==> config.mk <==
export PLATFORM = sky130hd
export DESIGN_NAME = interval_bin_splitter
export DESIGN_NICKNAME = d
export VERILOG_FILES = /design/src/design/ibs_pkg.sv /design/src/design/ibs_div.sv /design/src/design/interval_bin_splitter.sv
export VERILOG_INCLUDE_DIRS = /design/src /design/src/design
export SDC_FILE = /design/constraint.sdc
export NUM_CORES = 1
export LEC_CHECK = 0
export ABC_AREA = 1
export BUFFER_PORTS_ARGS = -buffer_cell sky130_fd_sc_hd__buf_2
export CAP_MARGIN = 0
export CORE_UTILIZATION = 45
export CTS_CLUSTER_DIAMETER = 50
export DETAILED_ROUTE_END_ITERATION = 12
export GPL_TIMING_DRIVEN = 0
export RECOVER_POWER = 25
export SYNTH_ARGS = -nofsm -noshare
export SYNTH_HDL_FRONTEND = slang
export SYNTH_HIERARCHICAL = 1
export SYNTH_SLANG_ARGS = --single-unit
==> constraint.sdc <==
create_clock -name clk -period 5.1 [get_ports clk]
set_clock_uncertainty 0.05 [all_clocks]
set_input_delay 1.02 -clock clk [delete_from_list [all_inputs] [get_ports clk]]
set_output_delay 1.02 -clock clk [all_outputs]
set_load 0.02 [all_outputs]
==> src/design/assert_macros.svh <==
// assertion helpers for the rtl files, included by interval_bin_splitter
`ifndef ASSERT_MACROS_SVH
`define ASSERT_MACROS_SVH

// property must hold at every clock edge out of reset
`define ASSERT_CLK(lbl, clk, rst_n, prop, msg) \
	lbl: assert property (@(posedge clk) disable iff (!rst_n) (prop)) else $error(msg);

// expression must never be true at a clock edge out of reset
`define ASSERT_NEVER_CLK(lbl, clk, rst_n, expr, msg) \
	lbl: assert property (@(posedge clk) disable iff (!rst_n) !(expr)) else $error(msg);

`endif

==> src/design/ibs_pkg.sv <==
// ----------------------------------------------------------------------------
// ibs_pkg
// types, codes and constants of the interval bin splitter
// ----------------------------------------------------------------------------
`default_nettype none

package ibs_pkg;

	localparam int COORD_W    = 31;
	localparam int LEN_W      = 32;
	localparam int TAG_W      = 8;
	localparam int STAT_W     = 3;
	localparam int MAX_BINS_DEF = 63;

	// operations
	localparam logic OP_COUNT = 1'b0;
	localparam logic OP_SIZE  = 1'b1;

	// leftover policies
	localparam logic [1:0] POL_STRICT = 2'd0;
	localparam logic [1:0] POL_EXTEND = 2'd1;
	localparam logic [1:0] POL_ADD    = 2'd2;
	localparam logic [1:0] POL_IGNORE = 2'd3;

	// result status codes
	localparam logic [STAT_W-1:0] STAT_OK     = 3'd0;
	localparam logic [STAT_W-1:0] STAT_SHORT  = 3'd1;
	localparam logic [STAT_W-1:0] STAT_STRICT = 3'd2;
	localparam logic [STAT_W-1:0] STAT_ZERO   = 3'd3;
	localparam logic [STAT_W-1:0] STAT_BAD    = 3'd4;

	typedef struct packed {
		logic               op;
		logic [COORD_W-1:0] site_start;
		logic [COORD_W-1:0] site_end;
		logic [COORD_W-1:0] amount;
		logic [1:0]         policy;
		logic [TAG_W-1:0]   chrom_tag;
	} ibs_req_t;

	typedef struct packed {
		logic [COORD_W-1:0] bin_start;
		logic [COORD_W-1:0] bin_end;
		logic [TAG_W-1:0]   bin_tag;
		logic [STAT_W-1:0]  status;
		logic               last_bin;
	} ibs_res_t;

	// divider status toward the sequencer
	typedef struct packed {
		logic               done;
		logic [LEN_W-1:0]   quot;
		logic [COORD_W-1:0] rem;
	} ibs_div_res_t;

	typedef enum logic [2:0] {
		S_IDLE,
		S_PRE,
		S_LEN,
		S_DIV,
		S_EMIT,
		S_EXTRA,
		S_ERR
	} ibs_state_t;

endpackage

`default_nettype wire

==> src/design/ibs_div.sv <==
// ----------------------------------------------------------------------------
// ibs_div
// bit-serial restoring divider, one quotient bit per cycle
// ----------------------------------------------------------------------------
`default_nettype none

module ibs_div (
	input  wire logic                       clk,
	input  wire logic                       arst_n,
	input  wire logic                       go,
	input  wire logic [ibs_pkg::LEN_W-1:0]  dividend,
	input  wire logic [ibs_pkg::COORD_W-1:0] divisor,
	output ibs_pkg::ibs_div_res_t           res
);

	localparam int CNT_W = $clog2(ibs_pkg::LEN_W);

	logic [CNT_W-1:0]            cnt_q;
	logic                        run_q;
	logic                        done_q;
	logic [ibs_pkg::LEN_W-1:0]   quot_q;
	logic [ibs_pkg::COORD_W-1:0] rem_q;
	logic [ibs_pkg::COORD_W-1:0] dvs_q;

	logic [ibs_pkg::LEN_W-1:0]   trial;
	logic [ibs_pkg::LEN_W-1:0]   diff;
	logic                        ge;

	// partial remainder with the next dividend bit shifted in
	assign trial = {rem_q, quot_q[ibs_pkg::LEN_W-1]};
	assign ge    = trial >= {1'b0, dvs_q};
	assign diff  = trial - {1'b0, dvs_q};

	always_ff @(posedge clk or negedge arst_n) begin
		if (!arst_n) begin
			cnt_q  <= '0;
			run_q  <= 1'b0;
			done_q <= 1'b0;
		end else begin
			done_q <= 1'b0;
			if (go) begin
				cnt_q <= '0;
				run_q <= 1'b1;
			end else if (run_q) begin
				cnt_q <= cnt_q + 1'b1;
				if (cnt_q == CNT_W'(ibs_pkg::LEN_W - 1)) begin
					run_q  <= 1'b0;
					done_q <= 1'b1;
				end
			end
		end
	end

	always_ff @(posedge clk) begin
		if (go) begin
			quot_q <= dividend;
			rem_q  <= '0;
			dvs_q  <= divisor;
		end else if (run_q) begin
			quot_q <= {quot_q[ibs_pkg::LEN_W-2:0], ge};
			rem_q  <= ge ? diff[ibs_pkg::COORD_W-1:0] : trial[ibs_pkg::COORD_W-1:0];
		end
	end

	assign res.done = done_q;
	assign res.quot = quot_q;
	assign res.rem  = rem_q;

endmodule

`default_nettype wire

==> src/design/interval_bin_splitter.sv <==
// ----------------------------------------------------------------------------
// interval_bin_splitter
// cuts a closed coordinate interval into bins, one result per bin
// ----------------------------------------------------------------------------
// usage
//  - input: drive req and raise start; the item is taken at a clock edge where
//    start is high and busy is low. busy stays high until the item's last
//    result has been issued
//  - output: each result shows on res for exactly one cycle with res_valid
//    high; there is no backpressure, the receiver must take every result
//  - op 0 splits into amount equal bins, op 1 into bins of size amount;
//    the leftover follows policy (strict, extend last, add extra, ignore)
//  - errors give a single result with the status code and last_bin set
//  - timing: the interval checks run in states S_PRE and S_LEN after acceptance;
//    an error found there is issued from S_ERR. an item that reaches the
//    32-step bit-serial divider waits in S_DIV, then has its results issued
//    from S_EMIT (and S_EXTRA for an added bin), one bin per cycle; a
//    divider-stage error is issued from S_ERR. the next item can be taken
//    once the item's last result is on res
//  - reset clears the sequencer and the result strobe; no item is in flight
// ----------------------------------------------------------------------------
`default_nettype none

`include "assert_macros.svh"

module interval_bin_splitter #(
	parameter int MAX_BINS = ibs_pkg::MAX_BINS_DEF
) (
	input  wire logic      clk,
	input  wire logic      arst_n,
	input  wire logic      start,
	output logic           busy,
	input  wire ibs_pkg::ibs_req_t req,
	output logic           res_valid,
	output ibs_pkg::ibs_res_t res
);

	localparam int CNT_W = $clog2(MAX_BINS + 1);
	localparam int LW    = ibs_pkg::LEN_W;
	localparam int CW    = ibs_pkg::COORD_W;

	ibs_pkg::ibs_state_t state_q, state_d;

	// captured item
	ibs_pkg::ibs_req_t req_q;

	// working registers
	logic [LW-1:0]                 len_q;
	logic [ibs_pkg::STAT_W-1:0]    err_q;
	logic [LW-1:0]                 cur_q;
	logic [LW-1:0]                 size_q;
	logic [CNT_W-1:0]              nleft_q;
	logic                          extend_q;
	logic                          extra_q;

	// registered result
	ibs_pkg::ibs_res_t             res_q, res_d;
	logic                          res_valid_q, res_valid_d;

	ibs_pkg::ibs_div_res_t         div_res;
	logic                          div_go;

	logic                          accept;
	logic                          short_c;
	logic [LW-1:0]                 count_c;
	logic [LW-1:0]                 size_c;
	logic                          rem_nz;
	logic                          strict_c;
	logic                          many_c;
	logic                          last_reg;
	logic [LW-1:0]                 reg_end;

	assign accept = start && !busy;
	assign busy   = state_q != ibs_pkg::S_IDLE;

	// length check against the amount, either op
	assign short_c = len_q < {1'b0, req_q.amount};
	assign div_go  = state_q == ibs_pkg::S_LEN && err_q == ibs_pkg::STAT_OK && !short_c;

	ibs_div u_div (
		.clk      (clk),
		.arst_n   (arst_n),
		.go       (div_go),
		.dividend (len_q),
		.divisor  (req_q.amount),
		.res      (div_res)
	);

	// bin count and size from the quotient
	assign count_c  = (req_q.op == ibs_pkg::OP_SIZE) ? div_res.quot : {1'b0, req_q.amount};
	assign size_c   = (req_q.op == ibs_pkg::OP_SIZE) ? {1'b0, req_q.amount} : div_res.quot;
	assign rem_nz   = div_res.rem != '0;
	assign strict_c = req_q.policy == ibs_pkg::POL_STRICT && rem_nz;
	assign many_c   = count_c > LW'(MAX_BINS);

	// emission helpers
	assign last_reg = nleft_q == CNT_W'(1);
	assign reg_end  = cur_q + size_q - LW'(1);

	// next state
	always_comb begin
		state_d = state_q;
		unique case (state_q)
			ibs_pkg::S_IDLE: begin
				if (accept) state_d = ibs_pkg::S_PRE;
			end
			ibs_pkg::S_PRE: begin
				state_d = ibs_pkg::S_LEN;
			end
			ibs_pkg::S_LEN: begin
				if (err_q != ibs_pkg::STAT_OK || short_c) state_d = ibs_pkg::S_ERR;
				else state_d = ibs_pkg::S_DIV;
			end
			ibs_pkg::S_DIV: begin
				if (div_res.done) begin
					if (strict_c || many_c) state_d = ibs_pkg::S_ERR;
					else state_d = ibs_pkg::S_EMIT;
				end
			end
			ibs_pkg::S_EMIT: begin
				if (last_reg) state_d = extra_q ? ibs_pkg::S_EXTRA : ibs_pkg::S_IDLE;
			end
			ibs_pkg::S_EXTRA: begin
				state_d = ibs_pkg::S_IDLE;
			end
			ibs_pkg::S_ERR: begin
				state_d = ibs_pkg::S_IDLE;
			end
			default: begin
				state_d = ibs_pkg::S_IDLE;
			end
		endcase
	end

	// result of the current cycle
	always_comb begin
		res_d       = '0;
		res_valid_d = 1'b0;
		res_d.bin_tag = req_q.chrom_tag;
		unique case (state_q)
			ibs_pkg::S_EMIT: begin
				res_valid_d     = 1'b1;
				res_d.bin_start = cur_q[CW-1:0];
				// extend policy stretches the final regular bin to the interval end
				res_d.bin_end   = (last_reg && extend_q) ? req_q.site_end : reg_end[CW-1:0];
				res_d.status    = ibs_pkg::STAT_OK;
				res_d.last_bin  = last_reg && !extra_q;
			end
			ibs_pkg::S_EXTRA: begin
				res_valid_d     = 1'b1;
				res_d.bin_start = cur_q[CW-1:0];
				res_d.bin_end   = req_q.site_end;
				res_d.status    = ibs_pkg::STAT_OK;
				res_d.last_bin  = 1'b1;
			end
			ibs_pkg::S_ERR: begin
				res_valid_d     = 1'b1;
				res_d.status    = err_q;
				res_d.last_bin  = 1'b1;
			end
			default: begin
				res_valid_d = 1'b0;
			end
		endcase
	end

	// control registers
	always_ff @(posedge clk or negedge arst_n) begin
		if (!arst_n) begin
			state_q     <= ibs_pkg::S_IDLE;
			res_valid_q <= 1'b0;
		end else begin
			state_q     <= state_d;
			res_valid_q <= res_valid_d;
		end
	end

	// payload and working registers
	always_ff @(posedge clk) begin
		res_q <= res_d;
		if (accept) req_q <= req;
		unique case (state_q)
			ibs_pkg::S_PRE: begin
				len_q <= {1'b0, req_q.site_end} - {1'b0, req_q.site_start} + LW'(1);
				if (req_q.site_end < req_q.site_start) err_q <= ibs_pkg::STAT_BAD;
				else if (req_q.amount == '0) err_q <= ibs_pkg::STAT_ZERO;
				else err_q <= ibs_pkg::STAT_OK;
			end
			ibs_pkg::S_LEN: begin
				if (err_q == ibs_pkg::STAT_OK && short_c) err_q <= ibs_pkg::STAT_SHORT;
			end
			ibs_pkg::S_DIV: begin
				if (div_res.done) begin
					if (strict_c) err_q <= ibs_pkg::STAT_STRICT;
					else if (many_c) err_q <= ibs_pkg::STAT_BAD;
					cur_q    <= {1'b0, req_q.site_start};
					size_q   <= size_c;
					nleft_q  <= count_c[CNT_W-1:0];
					extend_q <= rem_nz && req_q.policy == ibs_pkg::POL_EXTEND;
					extra_q  <= rem_nz && req_q.policy == ibs_pkg::POL_ADD;
				end
			end
			ibs_pkg::S_EMIT: begin
				cur_q   <= cur_q + size_q;
				nleft_q <= nleft_q - CNT_W'(1);
			end
			default: begin
			end
		endcase
	end

	assign res_valid = res_valid_q;
	assign res       = res_q;

	// checks
	`ASSERT_CLK(a_err_is_last, clk, arst_n, res_valid && res.status != ibs_pkg::STAT_OK |-> res.last_bin, "error result without last mark")
	`ASSERT_CLK(a_last_ends_item, clk, arst_n, res_valid && res.last_bin |-> !busy, "last result while item still in work")
	`ASSERT_CLK(a_accept_busy, clk, arst_n, start && !busy |=> busy && !res_valid, "accepted item did not raise busy")

endmodule

`default_nettype wire

---- After elaboration in Yosys (flattened, before gate mapping) ----
Cells that the tools add are included.
storage, ports and cells
  logic and storage cells ................. 117
  memories kept ........................... 0
  bits in writable memories ............... 0
  latch bits .............................. 0
  input port bits ......................... 107
  register bits ........................... 390
  output and inout bits ................... 76
  memory bits (read-only) ................. 0
operators by class
  $add $sub $neg .......................... 7
  equality and inequality tests ........... 15
  divide/modulo/power cells ............... 0
  reduce and logical (&&, ||, !) cells .... 29
  bitwise gates (word level) .............. 0
  magnitude comparators ................... 4
  shift operators ......................... 0
  multiplexer cells ....................... 35
  $mul .................................... 0
operator list
  cell                                                                               number
  32-bit two-way mux                                                                 4
  62-bit one-hot mux with 2 select lines                                             1
  31-bit two-way mux                                                                 3
  32-bit one-hot mux with 2 select lines                                             1
  32-bit by 1-bit adder with 32-bit output (second input constant)                   1
  32-bit adder                                                                       1
  32-bit by 31-bit >= comparator with 1-bit output                                   1
  32-bit by 6-bit greater-than comparator with 1-bit output (second input constant)  1
  32-bit by 31-bit < comparator with 1-bit output                                    1
  31-bit by 31-bit subtractor with 32-bit output                                     1
  31-bit zero test                                                                   1
  31-bit < comparator                                                                1
  31-bit nonzero test                                                                1
  31-bit by 1-bit subtractor with 31-bit output (second input constant)              1
  31-bit subtractor                                                                  1
  3-bit two-way mux                                                                  10
  3-bit one-hot mux with 5 select lines                                              1
  4-bit one-hot mux with 3 select lines                                              1
  6-bit one-hot mux with 2 select lines                                              1
  5-bit two-way mux                                                                  2
  3-bit == test (second input constant)                                              3
  1-bit logical AND                                                                  9
  3-bit one-hot mux with 3 select lines                                              1
  3-bit nonzero test                                                                 3
  other kinds (23)                                                                   39

---- Longest topological paths before layout ----
  word-level depth ........................ 6
  mapped depth ............................ 21
  mapped depth without buffers ............ 21

---- Modules after synthesis ----
Netlist, hierarchy kept.
by module, submodules not included
  module                 area an instance (sq um)  seq. area each (sq um)  times used  cells each
  interval_bin_splitter  17067.6                   7857.5                  1           2048
  ibs_div                6842.8                    2687.6                  1           973

---- Worst setup path before layout ----
Ideal clock, no wire load.
  path type ............................... input-to-reg
  start ................................... input port start
  end ..................................... register req_q[0] (netlist name), enable pin
  path buffers ............................ 0
  data required time ...................... 4482 ps
  setup slack ............................. -868 ps
  arrival time ............................ 5350 ps
  stages .................................. 2
  cells stage by stage .................... inv_1 -> nor2_1
on the way
  longest elaborated chain between the ends .. 1
ends and longest elaborated chain
  element                 RTL line                      RTL
  start: declaration      interval_bin_splitter.sv:31   input wire logic start,
  1-bit logical AND       interval_bin_splitter.sv:73   assign accept = start && !busy;
  net accept              interval_bin_splitter.sv:63   logic accept;
  end signal: assignment  interval_bin_splitter.sv:181  if (accept) req_q <= req;
  end: declaration        interval_bin_splitter.sv:45   ibs_pkg::ibs_req_t req_q;
The timed path passes the listed nets, and every way through them passes these cells.
A chain may end at the register's enable or synchronous reset.

---- Worst setup path after layout ----
  start ................................... register len_q[19]
  end ..................................... register u_div/quot_q[19] (netlist name), enable pin
on the way
  longest elaborated chain between the ends .. 4
ends and longest elaborated chain
  element                                          RTL line                      RTL
  start: declaration                               interval_bin_splitter.sv:48   logic [LW-1:0] len_q;
  start signal: assignment                         interval_bin_splitter.sv:184  len_q <= {1'b0, req_q.site_end} - {1'b0, req_q.site_start} + LW'(1);
  32-bit by 31-bit < comparator with 1-bit output  interval_bin_splitter.sv:77   assign short_c = len_q < {1'b0, req_q.amount};
  1-bit zero test                                  interval_bin_splitter.sv:78   assign div_go = state_q == ibs_pkg::S_LEN && err_q == ibs_pkg::STAT_OK && !short_c;
  1-bit logical AND                                interval_bin_splitter.sv:78
  net div_go                                       interval_bin_splitter.sv:61   logic div_go;
  2-bit nonzero test (no line)                     -
  end signal: assignment                           ibs_div.sv:56                 quot_q <= dividend;
  end signal: assignment                           ibs_div.sv:60                 quot_q <= {quot_q[ibs_pkg::LEN_W-2:0], ge};
  end: declaration                                 ibs_div.sv:21                 logic [ibs_pkg::LEN_W-1:0] quot_q;
The timed path passes the listed nets, and every way through them passes these cells.

==> flow_summary.yaml <==
critical_path:
  cp.arrival_ps: 5070
  crit_type: "reg2reg"
  maximum_cell_stage_delay_along_the_critical_path_ps: 540
  rr_startpoint: "len_q[19]"
  cp_num_cells: 16
  crit_path_start: "len_q[19]"
  worst_r2r_endpoint: "u_div/quot_q[19]"
  worstPathRequired_ps: 5410
  crit_path_cell_trace: "ha_1 -> a21oi_1 -> o21ai_0 -> nand3_1 -> nand2_1 -> nand2_1 -> a21oi_1 -> a211oi_1 -> nand2_1 -> nand3_1 -> clkinv_2 -> clkbuf_1 -> nor2_1 -> inv_1 -> clkbuf_2 -> buf_12"
  timing.critical_path.slowest_stage_cell: "sky130_fd_sc_hd__edfxtp_1"
  timing.reg2reg.setup_slack_ps: 340
  path_buf_inv: 5
  worstSetupStartpointType: "flop"
  critical-path-top-cell-by-count: "sky130_fd_sc_hd__nand2_1"
  rr_worst_depth: 16
  crit_path_end_kind: "flop"
  critical-path-top-delay-family: "buffers and inverters"
  crit_end: "u_div/quot_q[19]"
  critPathMaxFanout: 33
final_layout:
  fillCellCount: 5101
  post_route_cells_drive_above_1_share: 0.122
  final_area_sq_mm: 0.0276
  layout_overhead_on_the_synthesized_area_pct: 15.5
  layout.nets: 3549
yosys:
  post_synth_instance_area_sq_mm: 0.0239
  syn-mean-instance-area_sq_um: 7.91
  count_of_yosys_warnings_during_synthesis: 6
  postSynthNetCount: 3304
  synth-seq-cells: 388
  netlist_instances: 3021
  synth-seq-area-share: 0.441
  yosys-top-cells-area: "sky130_fd_sc_hd__edfxtp_1 34%, sky130_fd_sc_hd__nand2_1 14%, sky130_fd_sc_hd__dfxtp_1 8.8%"
  synth.lib_cells_used.distinct: 57
  synth_edf_count: 272
  synth_top_area_cell: "sky130_fd_sc_hd__edfxtp_1"
  synth_ff_type: "sky130_fd_sc_hd__edfxtp_1"
  yosys.area.top_type_share: 0.342
  post_synth_arst_share: 0.0284
route:
  drc: 0
  vias_per_cell: 5.22
  detail-route-antenna-nets: 0
  drt_pre_antenna_iters: 6
  finalWirelength_um: 79700
  routed_wire_length_per_instance_um: 19.9
  routed-via-count: 20900
  drt_iter0_drc: 1926
floorplanning:
  die_width_um: 233
  die_h_um: 233
  starting_density_of_the_core: 0.455
  core_area_sq_mm: 0.0526
  die_area_sq_mm: 0.0541
  design.portCount: 183
  std_cell_rows: 84
placement:
  post-place-ws_ps: 125
  dp_wirelength_um: 65000
  gpl_congestion: 0.966
  placed_cell_area_sq_mm: 0.0259
  buffer_ports.inserted: 182
timing:
  report.final.hold_viol_count: 0
  fin_ws_ps: 335
  finalSetupTns_ps: 0
  finalMaxSlewViolations: 26
  timing_worst_slew_pin_value_ps: 1540
  rsz_0062_raised_after_global_routing: "no"
  clock.fmax_mhz: 210
  timing.final.crit_period_ps: 4760
  holdWs_ps: 289
  finalCritPeriodShare: 0.934
  setup-violations-final: 0
  tightest_slew_margin_relative_to_the_limit: -0.0265
worst_hold_path:
  hp-class: "reg2reg"
  timing.hold.worst.start: "req_q[3]"
clock_network:
  insertion_delay_ps: 620
  setup_repair_bufs_after_cts: 0
  cts_buffers: 53
  cts_tree: "yes"
  clk_pin_slew_ps: 60
  holdBufCountCts: 0
  clkSinkCount: 388
  cts_repair_resize_count: 0
  clk_root_buffer_cell: "sky130_fd_sc_hd__clkbuf_16"
  clock_path_buffers: 3
  clock_tree.htree_level_count: 2
global_route:
  grt_first_pass_wirelength_um: 118000
  global_route.overflow_total: 0
  maximum_number_of_pins_on_one_net_before_global_route_repair: 37
  grtUsageTotal: 0.296
  grt_pass1_vias: 19800
  grt_antenna_before_repair: 2
flow_run:
  max-cap-violations: 1
power_and_ir_drop:
  leakage_nw: 13.5
  max-vdd-ir-drop_mv: 0.298
  power_density_mw_per_mm2: 589
status:
  run_status: "finished, violations left"
  violated_checks: "max-capacitance violations, max-slew violations"
-- per-layer routing --
layer | global-route usage | wire length (um)
met5 | 0 | 10
met4 | 0.103 | 2590
met3 | 0.0571 | 7000
met2 | 0.433 | 33100
met1 | 0.432 | 37000
-- cell usage after synthesis (all sizes together) (20+ instances only) --
| cell | n |
|---|---|
| dfxtp | 105 |
| clkbuf | 40 |
| ha | 159 |
| o21ai | 156 |
| a21oi | 117 |
| nand3b | 20 |
| xnor2 | 22 |
| nand2 | 948 |
| inv | 539 |
| nand3 | 178 |
| edfxtp | 272 |
| nor3 | 33 |
| xor2 | 36 |
| nor2 | 236 |
| nor4 | 24 |
| nand4 | 31 |
-- flip-flops by register name, indices dropped and copies added (netlist names), 5 cells and up --
register      flops
cur_q            31
req_q           104
size_q           31
u_div/cnt_q       5
u_div/dvs_q      31
res              74
len_q            32
nleft_q           6
u_div/rem_q      31
u_div/quot_q     32
-- per-stage QoR --
step           std cells   util  total power [mW]
2_1_floorplan       3021      -              9.97
3_3_place_gp        3891  0.489              12.3
3_5_place_dp        3899  0.492              12.5
4_1_cts             3998  0.526              16.3
5_1_grt             3998  0.526              17.4
6_report            3999  0.526              16.3
-- worst register-to-register path, stage by stage, from the launching register on --
cell	delay (ps)
sky130_fd_sc_hd__edfxtp_1	540
sky130_fd_sc_hd__ha_1	360
sky130_fd_sc_hd__a21oi_1	190
sky130_fd_sc_hd__o21ai_0	120
sky130_fd_sc_hd__nand3_1	80
sky130_fd_sc_hd__nand2_1	50
sky130_fd_sc_hd__nand2_1	50
sky130_fd_sc_hd__a21oi_1	80
sky130_fd_sc_hd__a211oi_1	530
sky130_fd_sc_hd__nand2_1	170
sky130_fd_sc_hd__nand3_1	150
sky130_fd_sc_hd__clkinv_2	540
sky130_fd_sc_hd__clkbuf_1	430
sky130_fd_sc_hd__nor2_1	360
sky130_fd_sc_hd__inv_1	190
sky130_fd_sc_hd__clkbuf_2	320
sky130_fd_sc_hd__buf_12	260
-- power by group --
group	switching, mW	internal [mW]
registers	0.655	4.53
logic	5.06	2.30
clock network	1.52	2.21
-- layout by cell type, fill, tap and decap left out, types with 31 or more instances in the layout --
cell type | Yosys | final
sky130_fd_sc_hd__a21oi_1 | 112 | 112
sky130_fd_sc_hd__o21ai_0 | 136 | 135
sky130_fd_sc_hd__inv_1 | 521 | 520
sky130_fd_sc_hd__dfxtp_1 | 105 | 105
sky130_fd_sc_hd__nand2_2 | 37 | 37
sky130_fd_sc_hd__nand2_1 | 908 | 908
sky130_fd_sc_hd__nand4_1 | 31 | 31
sky130_fd_sc_hd__clkbuf_16 | 0 | 55
sky130_fd_sc_hd__edfxtp_1 | 272 | 272
sky130_fd_sc_hd__nand3_1 | 157 | 157
sky130_fd_sc_hd__nor2_1 | 208 | 207
sky130_fd_sc_hd__xor2_1 | 36 | 36
sky130_fd_sc_hd__clkbuf_1 | 40 | 56
sky130_fd_sc_hd__buf_2 | 4 | 181
sky130_fd_sc_hd__ha_1 | 159 | 159
-- logic make-up after synthesis --
kind of cell | share of synthesized area
AND/OR/NAND/NOR | 0.272
buffers and inverters | 0.0971
flip-flops | 0.441
AO/OA/AOI/OAI | 0.0710
adder cells (fa/ha/maj) | 0.0974
XOR/XNOR | 0.0212
-- layout make-up --
type                            count  area [sq um]  share of cell area
Clock buffer                       69          1460              0.0528
Multi-Input combinational cell   2030         11100               0.401
Buffer                             55           265             0.00960
Sequential cell                   388         10500               0.382
Clock inverter                     30           324              0.0117
Inverter                          548          2060              0.0745
Tap cell                          688           861              0.0312
Antenna cell                        1          2.50           0.0000906
Timing Repair Buffer              190          1040              0.0377
-- how the worst min path moves through the flow --
stage	end	cells after the start
floorplan	res[10]	0
global placement	res[6]	0
detailed placement	res[5]	0
CTS	res_valid	1
global route	res[7]	0
finish	res[7]	0
(Power assumes the default switching activity.)
